$ cat config.mk
export PLATFORM = sky130hd
export DESIGN_NAME = waypoint_line_interpolator_flat
export DESIGN_NICKNAME = d
export VERILOG_FILES = /design/src/rtl/wli_pkg.sv /design/src/rtl/wli_if.sv /design/src/rtl/waypoint_line_interpolator.sv /design/src/rtl/wli_ctrl.sv /design/src/rtl/wli_dp.sv /design/src/flat_wrapper.sv
export SDC_FILE = /design/constraint.sdc
export NUM_CORES = 2
export LEC_CHECK = 0
export ABC_AREA = 1
export BUFFER_PORTS_ARGS = -buffer_cell sky130_fd_sc_hd__buf_2
export CAP_MARGIN = 5
export CORE_MARGIN = 8
export CORE_UTILIZATION = 41
export CTS_CLUSTER_SIZE = 40
export DETAILED_ROUTE_END_ITERATION = 16
export PLACE_DENSITY = 0.62
export SLEW_MARGIN = 20
export SYNTH_ARGS = -nofsm -noshare
export SYNTH_HDL_FRONTEND = slang
export SYNTH_SLANG_ARGS = --single-unit
$ cat constraint.sdc
create_clock -name clock -period 12.65 [get_ports clock]
set_clock_uncertainty 0.2 [all_clocks]
set_input_delay 1.8975 -clock clock [delete_from_list [all_inputs] [get_ports clock]]
set_output_delay 1.8975 -clock clock [all_outputs]
set_load 0.01 [all_outputs]
$ cat src/rtl/wli_pkg.sv
// Shared constants, codes and types for the waypoint line interpolator.
// No dependencies; every other file depends on this package.
package wli_pkg;

   localparam int CB   = 32;             // coordinate bits, signed Q.16
   localparam int WW   = 32;             // port word width
   localparam int DW   = CB + 1;         // magnitude of a coordinate difference
   localparam int SW   = 2 * DW;         // sum of squares
   localparam int RW   = DW;             // square root width
   localparam int NW   = SW - 1;         // dividend width for the step division
   localparam int QW   = RW + 1;         // quotient width kept
   localparam int PLW  = 32;             // point counter
   localparam int CNTW = $clog2(NW + 1); // iteration counter

   localparam logic [WW-1:0] RST_STEP  = WW'(2731);
   localparam logic [WW-1:0] RST_SPEED = WW'(32768);

   localparam int CSR_IW = 1;
   localparam logic [CSR_IW-1:0] CSR_STEP  = 1'd0;
   localparam logic [CSR_IW-1:0] CSR_SPEED = 1'd1;

   localparam logic [1:0] KIND_ACC  = 2'd0;
   localparam logic [1:0] KIND_REJ  = 2'd1;
   localparam logic [1:0] KIND_PT   = 2'd2;
   localparam logic [1:0] KIND_NOPT = 2'd3;

   localparam int OPW = 4;
   typedef logic [OPW-1:0] op_type;
   localparam op_type OP_NONE    = 4'd0;
   localparam op_type OP_LATCH   = 4'd1;
   localparam op_type OP_DECIDE  = 4'd2;
   localparam op_type OP_SQX     = 4'd3;
   localparam op_type OP_SQY     = 4'd4;
   localparam op_type OP_SUM     = 4'd5;
   localparam op_type OP_SQRT    = 4'd6;
   localparam op_type OP_DIVC_LD = 4'd7;
   localparam op_type OP_DIV     = 4'd8;
   localparam op_type OP_TAKEC   = 4'd9;
   localparam op_type OP_MULX    = 4'd10;
   localparam op_type OP_DIV_LD  = 4'd11;
   localparam op_type OP_TAKEX   = 4'd12;
   localparam op_type OP_MULY    = 4'd13;
   localparam op_type OP_TAKEY   = 4'd14;
   localparam op_type OP_EMIT    = 4'd15;

   typedef struct packed {
      op_type op;
   } wli_cmd_type;

   typedef struct packed {
      logic need_seg;   // latched waypoint opens a segment
      logic seg_zero;   // zero length or zero step length
      logic iter_last;  // final iteration of sqrt or divide
      logic out_free;   // output register can take a word
   } wli_stat_type;

endpackage

$ cat src/rtl/wli_if.sv
// Handshake channel interfaces: request, response and register write.
// Depends on wli_pkg for widths.
interface wli_req_if;
   logic                    valid;
   logic                    ready;
   logic                    cmd;
   logic [wli_pkg::WW-1:0]  wp_x;
   logic [wli_pkg::WW-1:0]  wp_y;
   modport source (output valid, cmd, wp_x, wp_y, input ready);
   modport sink   (input valid, cmd, wp_x, wp_y, output ready);
endinterface

interface wli_rsp_if;
   logic                    valid;
   logic                    ready;
   logic [1:0]              kind;
   logic [wli_pkg::WW-1:0]  pt_x;
   logic [wli_pkg::WW-1:0]  pt_y;
   logic [wli_pkg::WW-1:0]  pt_speed;
   logic                    seg_last;
   modport source (output valid, kind, pt_x, pt_y, pt_speed, seg_last, input ready);
   modport sink   (input valid, kind, pt_x, pt_y, pt_speed, seg_last, output ready);
endinterface

interface wli_csr_if;
   logic                        valid;
   logic                        ready;
   logic [wli_pkg::CSR_IW-1:0]  idx;
   logic [wli_pkg::WW-1:0]      wdata;
   modport source (output valid, idx, wdata, input ready);
   modport sink   (input valid, idx, wdata, output ready);
endinterface

$ cat src/rtl/waypoint_line_interpolator.sv
// Top level of the waypoint line interpolator: sequencer plus datapath.
// Depends on wli_pkg, wli_if, wli_ctrl and wli_dp.
//
//   channel   | dir | words
//   req_chan  | in  | cmd, wp_x, wp_y
//   rsp_chan  | out | kind, pt_x, pt_y, pt_speed, seg_last
//   csr_chan  | in  | idx (0 step_length, 1 speed_report), wdata
//
// Point requests and waypoints that open no segment pass decide and emit,
// then ready returns. A waypoint that opens a segment also runs a 33-step
// square root and, unless length or step length is zero, three divides (33
// and 2 x 65 steps) on one bit-serial divider. One item is in work at a time;
// emit waits while the output register holds a word not yet taken. Reset is
// synchronous; it restores both registers, clears prev, position and count.
module waypoint_line_interpolator (
   input  logic      clock,
   input  logic      reset,
   wli_req_if.sink   req_chan,
   wli_rsp_if.source rsp_chan,
   wli_csr_if.sink   csr_chan
);
   import wli_pkg::*;

   wli_cmd_type  cmd;
   wli_stat_type stat;
   logic         req_ready;

   assign req_chan.ready = req_ready;

   wli_ctrl u_ctrl (
      .clock     (clock),
      .reset     (reset),
      .req_valid (req_chan.valid),
      .req_ready (req_ready),
      .stat      (stat),
      .cmd       (cmd)
   );

   wli_dp u_dp (
      .clock    (clock),
      .reset    (reset),
      .req_cmd  (req_chan.cmd),
      .req_wp_x (req_chan.wp_x),
      .req_wp_y (req_chan.wp_y),
      .rsp_chan (rsp_chan),
      .csr_chan (csr_chan),
      .cmd      (cmd),
      .stat     (stat)
   );

endmodule

$ cat src/rtl/wli_ctrl.sv
// Sequencer for the interpolator: walks set-up, sqrt and divide phases.
// Depends on wli_pkg; drives the datapath through wli_cmd_type.
module wli_ctrl (
   input  logic                  clock,
   input  logic                  reset,
   input  logic                  req_valid,
   output logic                  req_ready,
   input  wli_pkg::wli_stat_type stat,
   output wli_pkg::wli_cmd_type  cmd
);
   import wli_pkg::*;

   localparam logic [4:0] S_IDLE    = 5'd0;
   localparam logic [4:0] S_DECIDE  = 5'd1;
   localparam logic [4:0] S_SQX     = 5'd2;
   localparam logic [4:0] S_SQY     = 5'd3;
   localparam logic [4:0] S_SUM     = 5'd4;
   localparam logic [4:0] S_SQRT    = 5'd5;
   localparam logic [4:0] S_DIVC_LD = 5'd6;
   localparam logic [4:0] S_DIVC    = 5'd7;
   localparam logic [4:0] S_TAKEC   = 5'd8;
   localparam logic [4:0] S_MULX    = 5'd9;
   localparam logic [4:0] S_DIVX_LD = 5'd10;
   localparam logic [4:0] S_DIVX    = 5'd11;
   localparam logic [4:0] S_TAKEX   = 5'd12;
   localparam logic [4:0] S_MULY    = 5'd13;
   localparam logic [4:0] S_DIVY_LD = 5'd14;
   localparam logic [4:0] S_DIVY    = 5'd15;
   localparam logic [4:0] S_TAKEY   = 5'd16;
   localparam logic [4:0] S_EMIT    = 5'd17;

   logic [4:0] state_ff, state_in;

   assign req_ready = (state_ff == S_IDLE);

   always_comb begin
      state_in = state_ff;
      cmd.op   = OP_NONE;
      case (state_ff)
         S_IDLE: begin
            if (req_valid) begin
               cmd.op   = OP_LATCH;
               state_in = S_DECIDE;
            end
         end
         S_DECIDE: begin
            cmd.op   = OP_DECIDE;
            state_in = stat.need_seg ? S_SQX : S_EMIT;
         end
         S_SQX: begin
            cmd.op   = OP_SQX;
            state_in = S_SQY;
         end
         S_SQY: begin
            cmd.op   = OP_SQY;
            state_in = S_SUM;
         end
         S_SUM: begin
            cmd.op   = OP_SUM;
            state_in = S_SQRT;
         end
         S_SQRT: begin
            cmd.op = OP_SQRT;
            if (stat.iter_last) state_in = S_DIVC_LD;
         end
         S_DIVC_LD: begin
            // drop the divisions for a zero length or a zero step length
            if (stat.seg_zero) begin
               state_in = S_EMIT;
            end else begin
               cmd.op   = OP_DIVC_LD;
               state_in = S_DIVC;
            end
         end
         S_DIVC: begin
            cmd.op = OP_DIV;
            if (stat.iter_last) state_in = S_TAKEC;
         end
         S_TAKEC: begin
            cmd.op   = OP_TAKEC;
            state_in = S_MULX;
         end
         S_MULX: begin
            cmd.op   = OP_MULX;
            state_in = S_DIVX_LD;
         end
         S_DIVX_LD: begin
            cmd.op   = OP_DIV_LD;
            state_in = S_DIVX;
         end
         S_DIVX: begin
            cmd.op = OP_DIV;
            if (stat.iter_last) state_in = S_TAKEX;
         end
         S_TAKEX: begin
            cmd.op   = OP_TAKEX;
            state_in = S_MULY;
         end
         S_MULY: begin
            cmd.op   = OP_MULY;
            state_in = S_DIVY_LD;
         end
         S_DIVY_LD: begin
            cmd.op   = OP_DIV_LD;
            state_in = S_DIVY;
         end
         S_DIVY: begin
            cmd.op = OP_DIV;
            if (stat.iter_last) state_in = S_TAKEY;
         end
         S_TAKEY: begin
            cmd.op   = OP_TAKEY;
            state_in = S_EMIT;
         end
         S_EMIT: begin
            if (stat.out_free) begin
               cmd.op   = OP_EMIT;
               state_in = S_IDLE;
            end
         end
         default: state_in = S_IDLE;
      endcase
   end

   always_ff @(posedge clock) begin
      if (reset) begin
         state_ff <= S_IDLE;
      end else begin
         state_ff <= state_in;
      end
   end

   a_iter_exit: assert property (@(posedge clock) disable iff (reset)
      (state_ff == S_SQRT && !stat.iter_last) |=> (state_ff == S_SQRT))
      else $error("sqrt phase left early");
   a_emit_idle: assert property (@(posedge clock) disable iff (reset)
      (cmd.op == OP_EMIT) |=> (state_ff == S_IDLE))
      else $error("emit did not return to idle");
   a_latch_idle: assert property (@(posedge clock) disable iff (reset)
      (cmd.op == OP_LATCH) |-> (state_ff == S_IDLE && req_valid))
      else $error("item latched outside idle");

endmodule

$ cat src/rtl/wli_dp.sv
// Datapath: segment state, shared multiplier, bit-serial sqrt and divider,
// register file and output register. Depends on wli_pkg and wli_if.
module wli_dp (
   input  logic                  clock,
   input  logic                  reset,
   input  logic                  req_cmd,
   input  logic [wli_pkg::WW-1:0] req_wp_x,
   input  logic [wli_pkg::WW-1:0] req_wp_y,
   wli_rsp_if.source             rsp_chan,
   wli_csr_if.sink               csr_chan,
   input  wli_pkg::wli_cmd_type  cmd,
   output wli_pkg::wli_stat_type stat
);
   import wli_pkg::*;

   logic [WW-1:0]   sl_ff, speed_ff;
   logic            cmd_ff, have_prev_ff;
   logic [CB-1:0]   wpx_ff, wpy_ff, prevx_ff, prevy_ff;
   logic [CB-1:0]   curx_ff, cury_ff, stepx_ff, stepy_ff;
   logic [PLW-1:0]  pl_ff;
   logic [1:0]      kind_ff;
   logic [DW-1:0]   ax_ff, ay_ff;
   logic            sx_ff, sy_ff;
   logic [SW-1:0]   prod_ff, acc_ff, rad_ff;
   logic [RW+1:0]   sqrem_ff;
   logic [RW-1:0]   root_ff, den_ff, dvrem_ff;
   logic [NW-1:0]   num_ff;
   logic [QW-1:0]   q_ff;
   logic [CNTW-1:0] cnt_ff;

   logic            rsp_valid_ff, last_ff;
   logic [1:0]      rkind_ff;
   logic [WW-1:0]   rx_ff, ry_ff, rspeed_ff;

   logic [CB:0]     dx, dy;
   logic [DW-1:0]   mul_a, mul_b;
   logic [RW+3:0]   sq_r2, sq_trial, sq_diff;
   logic            sq_ge;
   logic [RW:0]     dv_r2, dv_sub;
   logic            dv_ge, rnd;
   logic [QW-1:0]   qr;
   logic [CB-1:0]   qmag;
   logic [1:0]      kind_nx;
   logic            emit_pt;

   assign dx = {wpx_ff[CB-1], wpx_ff} - {prevx_ff[CB-1], prevx_ff};
   assign dy = {wpy_ff[CB-1], wpy_ff} - {prevy_ff[CB-1], prevy_ff};

   always_comb begin
      case (cmd.op)
         OP_SQX:  begin mul_a = ax_ff;      mul_b = ax_ff; end
         OP_SQY:  begin mul_a = ay_ff;      mul_b = ay_ff; end
         OP_MULX: begin mul_a = DW'(sl_ff); mul_b = ax_ff; end
         OP_MULY: begin mul_a = DW'(sl_ff); mul_b = ay_ff; end
         default: begin mul_a = '0;         mul_b = '0;    end
      endcase
   end

   // restoring square root, one result bit per cycle
   assign sq_r2    = {sqrem_ff, rad_ff[SW-1:SW-2]};
   assign sq_trial = {2'b00, root_ff, 2'b01};
   assign sq_ge    = (sq_r2 >= sq_trial);
   assign sq_diff  = sq_r2 - sq_trial;

   // restoring division, one quotient bit per cycle
   assign dv_r2  = {dvrem_ff, num_ff[NW-1]};
   assign dv_sub = dv_r2 - {1'b0, den_ff};
   assign dv_ge  = (dv_r2 >= {1'b0, den_ff});

   // round half away from zero on the magnitude
   assign rnd  = ({dvrem_ff, 1'b0} >= {1'b0, den_ff});
   assign qr   = q_ff + QW'(rnd);
   assign qmag = qr[CB-1:0];

   always_comb begin
      if (cmd_ff) kind_nx = (pl_ff == '0) ? KIND_NOPT : KIND_PT;
      else        kind_nx = (pl_ff != '0) ? KIND_REJ : KIND_ACC;
   end

   assign emit_pt = (kind_ff == KIND_PT);

   assign stat.need_seg  = !cmd_ff && (pl_ff == '0) && have_prev_ff;
   assign stat.seg_zero  = (root_ff == '0) || (sl_ff == '0);
   assign stat.iter_last = (cnt_ff == CNTW'(1));
   assign stat.out_free  = !rsp_valid_ff || rsp_chan.ready;

   assign csr_chan.ready    = 1'b1;
   assign rsp_chan.valid    = rsp_valid_ff;
   assign rsp_chan.kind     = rkind_ff;
   assign rsp_chan.pt_x     = rx_ff;
   assign rsp_chan.pt_y     = ry_ff;
   assign rsp_chan.pt_speed = rspeed_ff;
   assign rsp_chan.seg_last = last_ff;

   always_ff @(posedge clock) begin
      if (reset) begin
         sl_ff        <= RST_STEP;
         speed_ff     <= RST_SPEED;
         have_prev_ff <= 1'b0;
         prevx_ff     <= '0;
         prevy_ff     <= '0;
         curx_ff      <= '0;
         cury_ff      <= '0;
         stepx_ff     <= '0;
         stepy_ff     <= '0;
         pl_ff        <= '0;
         rsp_valid_ff <= 1'b0;
         cnt_ff       <= '0;
      end else begin
         if (csr_chan.valid) begin
            case (csr_chan.idx)
               CSR_STEP:  sl_ff    <= csr_chan.wdata;
               CSR_SPEED: speed_ff <= csr_chan.wdata;
               default:   ;
            endcase
         end
         if (rsp_chan.ready && cmd.op != OP_EMIT) rsp_valid_ff <= 1'b0;

         case (cmd.op)
            OP_LATCH: begin
               cmd_ff <= req_cmd;
               wpx_ff <= req_wp_x[CB-1:0];
               wpy_ff <= req_wp_y[CB-1:0];
            end
            OP_DECIDE: begin
               kind_ff <= kind_nx;
               if (stat.need_seg) begin
                  ax_ff    <= dx[CB] ? DW'(-dx) : DW'(dx);
                  ay_ff    <= dy[CB] ? DW'(-dy) : DW'(dy);
                  sx_ff    <= dx[CB];
                  sy_ff    <= dy[CB];
                  curx_ff  <= prevx_ff;
                  cury_ff  <= prevy_ff;
                  stepx_ff <= '0;
                  stepy_ff <= '0;
               end
            end
            OP_SQX, OP_MULX, OP_MULY: prod_ff <= mul_a * mul_b;
            OP_SQY: begin
               acc_ff  <= prod_ff;
               prod_ff <= mul_a * mul_b;
            end
            OP_SUM: begin
               rad_ff   <= acc_ff + prod_ff;
               sqrem_ff <= '0;
               root_ff  <= '0;
               cnt_ff   <= CNTW'(RW);
            end
            OP_SQRT: begin
               rad_ff   <= {rad_ff[SW-3:0], 2'b00};
               sqrem_ff <= sq_ge ? sq_diff[RW+1:0] : sq_r2[RW+1:0];
               root_ff  <= {root_ff[RW-2:0], sq_ge};
               cnt_ff   <= cnt_ff - CNTW'(1);
            end
            OP_DIVC_LD: begin
               num_ff   <= {root_ff, {(NW-RW){1'b0}}};
               den_ff   <= RW'(sl_ff);
               dvrem_ff <= '0;
               q_ff     <= '0;
               cnt_ff   <= CNTW'(RW);
            end
            OP_DIV_LD: begin
               num_ff   <= prod_ff[NW-1:0];
               den_ff   <= root_ff;
               dvrem_ff <= '0;
               q_ff     <= '0;
               cnt_ff   <= CNTW'(NW);
            end
            OP_DIV: begin
               num_ff   <= {num_ff[NW-2:0], 1'b0};
               dvrem_ff <= dv_ge ? dv_sub[RW-1:0] : dv_r2[RW-1:0];
               q_ff     <= {q_ff[QW-2:0], dv_ge};
               cnt_ff   <= cnt_ff - CNTW'(1);
            end
            OP_TAKEC: pl_ff <= (|q_ff[QW-1:PLW]) ? '1 : q_ff[PLW-1:0];
            OP_TAKEX: stepx_ff <= sx_ff ? -qmag : qmag;
            OP_TAKEY: stepy_ff <= sy_ff ? -qmag : qmag;
            OP_EMIT: begin
               rsp_valid_ff <= 1'b1;
               rkind_ff     <= kind_ff;
               rx_ff        <= emit_pt ? WW'($signed(curx_ff)) : '0;
               ry_ff        <= emit_pt ? WW'($signed(cury_ff)) : '0;
               rspeed_ff    <= emit_pt ? speed_ff : '0;
               last_ff      <= emit_pt && (pl_ff == PLW'(1));
               case (kind_ff)
                  KIND_PT: begin
                     curx_ff <= curx_ff + stepx_ff;
                     cury_ff <= cury_ff + stepy_ff;
                     pl_ff   <= pl_ff - PLW'(1);
                  end
                  KIND_ACC: begin
                     prevx_ff     <= wpx_ff;
                     prevy_ff     <= wpy_ff;
                     have_prev_ff <= 1'b1;
                  end
                  default: ;
               endcase
            end
            default: ;
         endcase
      end
   end

   a_pt_count: assert property (@(posedge clock) disable iff (reset)
      (cmd.op == OP_EMIT && kind_ff == KIND_PT) |-> (pl_ff != '0))
      else $error("point emitted with no points left");
   a_pt_dec: assert property (@(posedge clock) disable iff (reset)
      (cmd.op == OP_EMIT && kind_ff == KIND_PT) |=> (pl_ff == $past(pl_ff) - PLW'(1)))
      else $error("point counter not advanced");
   a_rsp_src: assert property (@(posedge clock) disable iff (reset)
      $rose(rsp_valid_ff) |-> $past(cmd.op == OP_EMIT))
      else $error("response word without emit");
   a_busy_reject: assert property (@(posedge clock) disable iff (reset)
      (cmd.op == OP_DECIDE && !cmd_ff && pl_ff != '0) |=> (kind_ff == KIND_REJ))
      else $error("busy waypoint not rejected");

endmodule
$ cat src/flat_wrapper.sv
// flat-port wrapper written by rule: the top's interface ports become plain ports
module waypoint_line_interpolator_flat import wli_pkg::*;
  (clock, reset, req_chan_valid, req_chan_cmd, req_chan_wp_x, req_chan_wp_y, req_chan_ready, rsp_chan_valid, rsp_chan_kind, rsp_chan_pt_x, rsp_chan_pt_y, rsp_chan_pt_speed, rsp_chan_seg_last, rsp_chan_ready, csr_chan_valid, csr_chan_idx, csr_chan_wdata, csr_chan_ready);
  wli_req_if req_chan_i ();
  wli_rsp_if rsp_chan_i ();
  wli_csr_if csr_chan_i ();
  input  logic clock;
  input  logic reset;
  input wire logic [$bits(req_chan_i.valid)-1:0] req_chan_valid;
  input wire logic [$bits(req_chan_i.cmd)-1:0] req_chan_cmd;
  input wire logic [$bits(req_chan_i.wp_x)-1:0] req_chan_wp_x;
  input wire logic [$bits(req_chan_i.wp_y)-1:0] req_chan_wp_y;
  output wire logic [$bits(req_chan_i.ready)-1:0] req_chan_ready;
  output wire logic [$bits(rsp_chan_i.valid)-1:0] rsp_chan_valid;
  output wire logic [$bits(rsp_chan_i.kind)-1:0] rsp_chan_kind;
  output wire logic [$bits(rsp_chan_i.pt_x)-1:0] rsp_chan_pt_x;
  output wire logic [$bits(rsp_chan_i.pt_y)-1:0] rsp_chan_pt_y;
  output wire logic [$bits(rsp_chan_i.pt_speed)-1:0] rsp_chan_pt_speed;
  output wire logic [$bits(rsp_chan_i.seg_last)-1:0] rsp_chan_seg_last;
  input wire logic [$bits(rsp_chan_i.ready)-1:0] rsp_chan_ready;
  input wire logic [$bits(csr_chan_i.valid)-1:0] csr_chan_valid;
  input wire logic [$bits(csr_chan_i.idx)-1:0] csr_chan_idx;
  input wire logic [$bits(csr_chan_i.wdata)-1:0] csr_chan_wdata;
  output wire logic [$bits(csr_chan_i.ready)-1:0] csr_chan_ready;
  assign req_chan_i.valid = req_chan_valid;
  assign req_chan_i.cmd = req_chan_cmd;
  assign req_chan_i.wp_x = req_chan_wp_x;
  assign req_chan_i.wp_y = req_chan_wp_y;
  assign req_chan_ready = req_chan_i.ready;
  assign rsp_chan_valid = rsp_chan_i.valid;
  assign rsp_chan_kind = rsp_chan_i.kind;
  assign rsp_chan_pt_x = rsp_chan_i.pt_x;
  assign rsp_chan_pt_y = rsp_chan_i.pt_y;
  assign rsp_chan_pt_speed = rsp_chan_i.pt_speed;
  assign rsp_chan_seg_last = rsp_chan_i.seg_last;
  assign rsp_chan_i.ready = rsp_chan_ready;
  assign csr_chan_i.valid = csr_chan_valid;
  assign csr_chan_i.idx = csr_chan_idx;
  assign csr_chan_i.wdata = csr_chan_wdata;
  assign csr_chan_ready = csr_chan_i.ready;
  waypoint_line_interpolator u_core (.clock(clock), .reset(reset), .req_chan(req_chan_i), .rsp_chan(rsp_chan_i), .csr_chan(csr_chan_i));
endmodule
==> reports/results.ini <==
[status]
status = finished clean

[floorplan]
initial_core_util_pct = 41.2
core_mm2 = 0.232
fp.dieW_um = 499
die_height_um = 499
rows = 177
dieArea_mm2 = 0.249
io_pins = 205

[sta]
tns_ns = 0
report.final.setup_viol = 0
period_share_pct = 78.8
finalCriticalPeriod_ns = 9.97
tightest_slew_ns = 1.11
finalHoldViolations = 0
max_freq_mhz = 100
relSlewSlack_pct = 26.1
drv_slew = 0
rsz0062_at_grt = false

[critical_path]
path_delay_family = adder cells
reg2reg_slack_ns = 2.68
worstSetupEndpointType = flip-flop
cpMaxStageDelayCell = o22ai_2
r2r_start = u_core.u_ctrl.state_ff[3]
reg2reg_to = u_core.u_dp.prod_ff[49]
start_kind = flip-flop
required_ns = 12.95
cp_num_buf_inv = 11
max_stage_delay_ns = 0.73
path_class = reg2reg
cp.arrival_ns = 10.27
cp-startpoint = u_core.u_ctrl.state_ff[3]
cp.depth = 36
rr_worst_depth = 36
crit_end = u_core.u_dp.prod_ff[49]
crit_fanout = 33
crit_path_frequent_cell = inv_1

[synth]
synth_edf_count = 665
synth-seq-cells = 967
synthArstFlopShare_pct = 0
synth_top_area_share_pct = 20.9
yosys_most_used_dff = edfxtp_1
synth_area_leaders = edfxtp_1, fa_1, nand2_1, inv_1, ha_1
ys_seq_area_share_pct = 27.2
yosysUniqueCellTypes = 57
yosys.area.top_type = edfxtp_1
syn_area_mm2 = 0.0957
synth.avg_cell_area_um2 = 7.71
synth_commonest_cells = nand2_1, inv_1, nor2_1, fa_1, edfxtp_1
synthCells = 12414
yosysMostFrequentCell = nand2_1
ys.warnings.count = 0
synth_nets = 14015

[routing]
wl_per_cell_um = 20.0
drt-met1-wl_um = 134000
num_vias = 80929
ant_nets = 0
via_per_inst = 5.20
drcViolationCount = 0
wirelength_um = 311000
top_layer = met5
drtPass1Iterations = 6
drt_iter0_drc = 7435
wl_met2_um = 143000
wl_met3_um = 22100

[clock_tree]
path_clk_slew_ns = 0.07
cts_hold_buf = 0
cts_setup_buffers = 0
htree_levels = 3
cts_buffers = 102
cts_tree = done
cts_resized = 0
clk_latency_ns = 0.78
cts_root_buf = clkbuf_16
clock-sinks = 967
clockBufferDepth = 3

[worst_hold_path]
hold_start = u_core.u_dp.speed_ff[10]
hold_class = reg2reg
hold_depth = 2

[run]
drv_cap = 0

[placement]
placed_area_mm2 = 0.101
place.gp.congestion = 0.979
port-buffer-count = 203
dp_hpwl_um = 245000

[layout]
fin_area_mm2 = 0.104
utilization_pct = 44.7
layout-drive-gt1-share_pct = 5.43
finalNetCount = 14025
syn_to_final_growth_pct = 8.62

[grt]
antenna_found_initial = 15
grt-ovfl-total = 0
grtUsageTotal_pct = 24.4
first_global_vias = 79888
grt_max_degree = 109
grt_pass1_wl_um = 478000

[power]
leakage_nw = 51.5
power_per_cell_area_mw_per_mm2 = 91.6
vdd_drop_max_mv = 0.107
total_power_mw = 9.53

==> through the flow <==
step / setup slack (ns) / instances / hold slack (ns)
finish: 2.68 / 15557 / 0.253
global route: 2.09 / 15553 / 0.272
CTS: 2.68 / 15552 / 0.254
detailed placement: 2.75 / 15362 / 0.245
global placement: 2.84 / 15362 / 0.242
floorplan: 2.89 / 12414 / 0.226
==> metal layers <==
metal  global-route usage [%]  vias to the layer above
met5                    0.419                        -
met4                     7.90                        4
met3                     3.82                      564
met2                     40.4                     2755
met1                     32.7                    39022
li1                         -                    38584
==> sequential cells by signal, summed over array words and instances, names as in the netlist, 33 cells and up <==
register,cells
u_core.u_dp.num_ff,65
u_core.u_dp.prod_ff,66
u_core.u_dp.acc_ff,66
u_core.u_dp.den_ff,33
u_core.u_dp.sqrem_ff,35
u_core.u_dp.ay_ff,33
u_core.u_dp.q_ff,34
u_core.u_dp.dvrem_ff,33
u_core.u_dp.root_ff,33
u_core.u_dp.ax_ff,33
u_core.u_dp.rad_ff,66
==> logic make-up after synthesis <==
logic type,Yosys count,synth area share [%]
and+or+nand+nor,4906,20.8
DFF,967,27.2
other,1,0.00392
AOI/OAI and AO/OA,1641,9.86
xor gates and xnor gates,264,2.42
adders and majority gates,1498,27.1
buffers and inverters,3137,12.6
==> cells in the final DEF (no fill, tap or decap), drive strengths merged, types with 25 or more instances in the layout <==
cell,count
nor3,95
o21bai,40
xor2,165
edfxtp,665
a21o,46
nand4,87
ha,534
a22o,30
a21oi,624
a211oi,77
clkbuf,133
inv,2718
fa,964
o22ai,49
nand3,447
dfxtp,302
or2,42
nand3b,32
o21a,25
o221ai,32
clkinv,43
a31oi,68
nor2,1062
o211ai,91
nand2,3098
nor4,32
xnor2,99
o21ai,524
buf,322
==> cell type report <==
| cell class | instances | area [um2] |
|---|---|---|
| timing repair buffer | 322 | 1950 |
| clock buffer | 133 | 2710 |
| multi-input combinational | 8310 | 58600 |
| clock inverter | 57 | 648 |
| fill | 23335 | 128000 |
| inverter | 2721 | 10200 |
| antenna | 4 | 10.0 |
| tap | 3043 | 3810 |
| sequential | 967 | 26000 |
==> worst min-delay path by stage <==
stage,endpoint
6_report,u_core.u_dp.speed_ff[10]
5_1_grt,u_core.u_dp.speed_ff[25]
4_1_cts,u_core.u_dp.speed_ff[20]
3_5_place_dp,u_core.u_dp.speed_ff[20]
3_3_place_gp,u_core.u_dp.speed_ff[5]
2_1_floorplan,u_core.u_dp.kind_ff[1]
==> worst min-delay path: stages (launching register included) <==
cell and delay, ns:
dfxtp_1 0.29, inv_1 0.06, a21oi_1 0.05
==> power breakdown <==
group          switching, mW  internal, mW
Clock                   1.39          1.71
Combinational           1.90         0.753
Sequential             0.182          3.60
Total                   3.47          6.06
No activity file was read; power rests on OpenSTA's default activity.
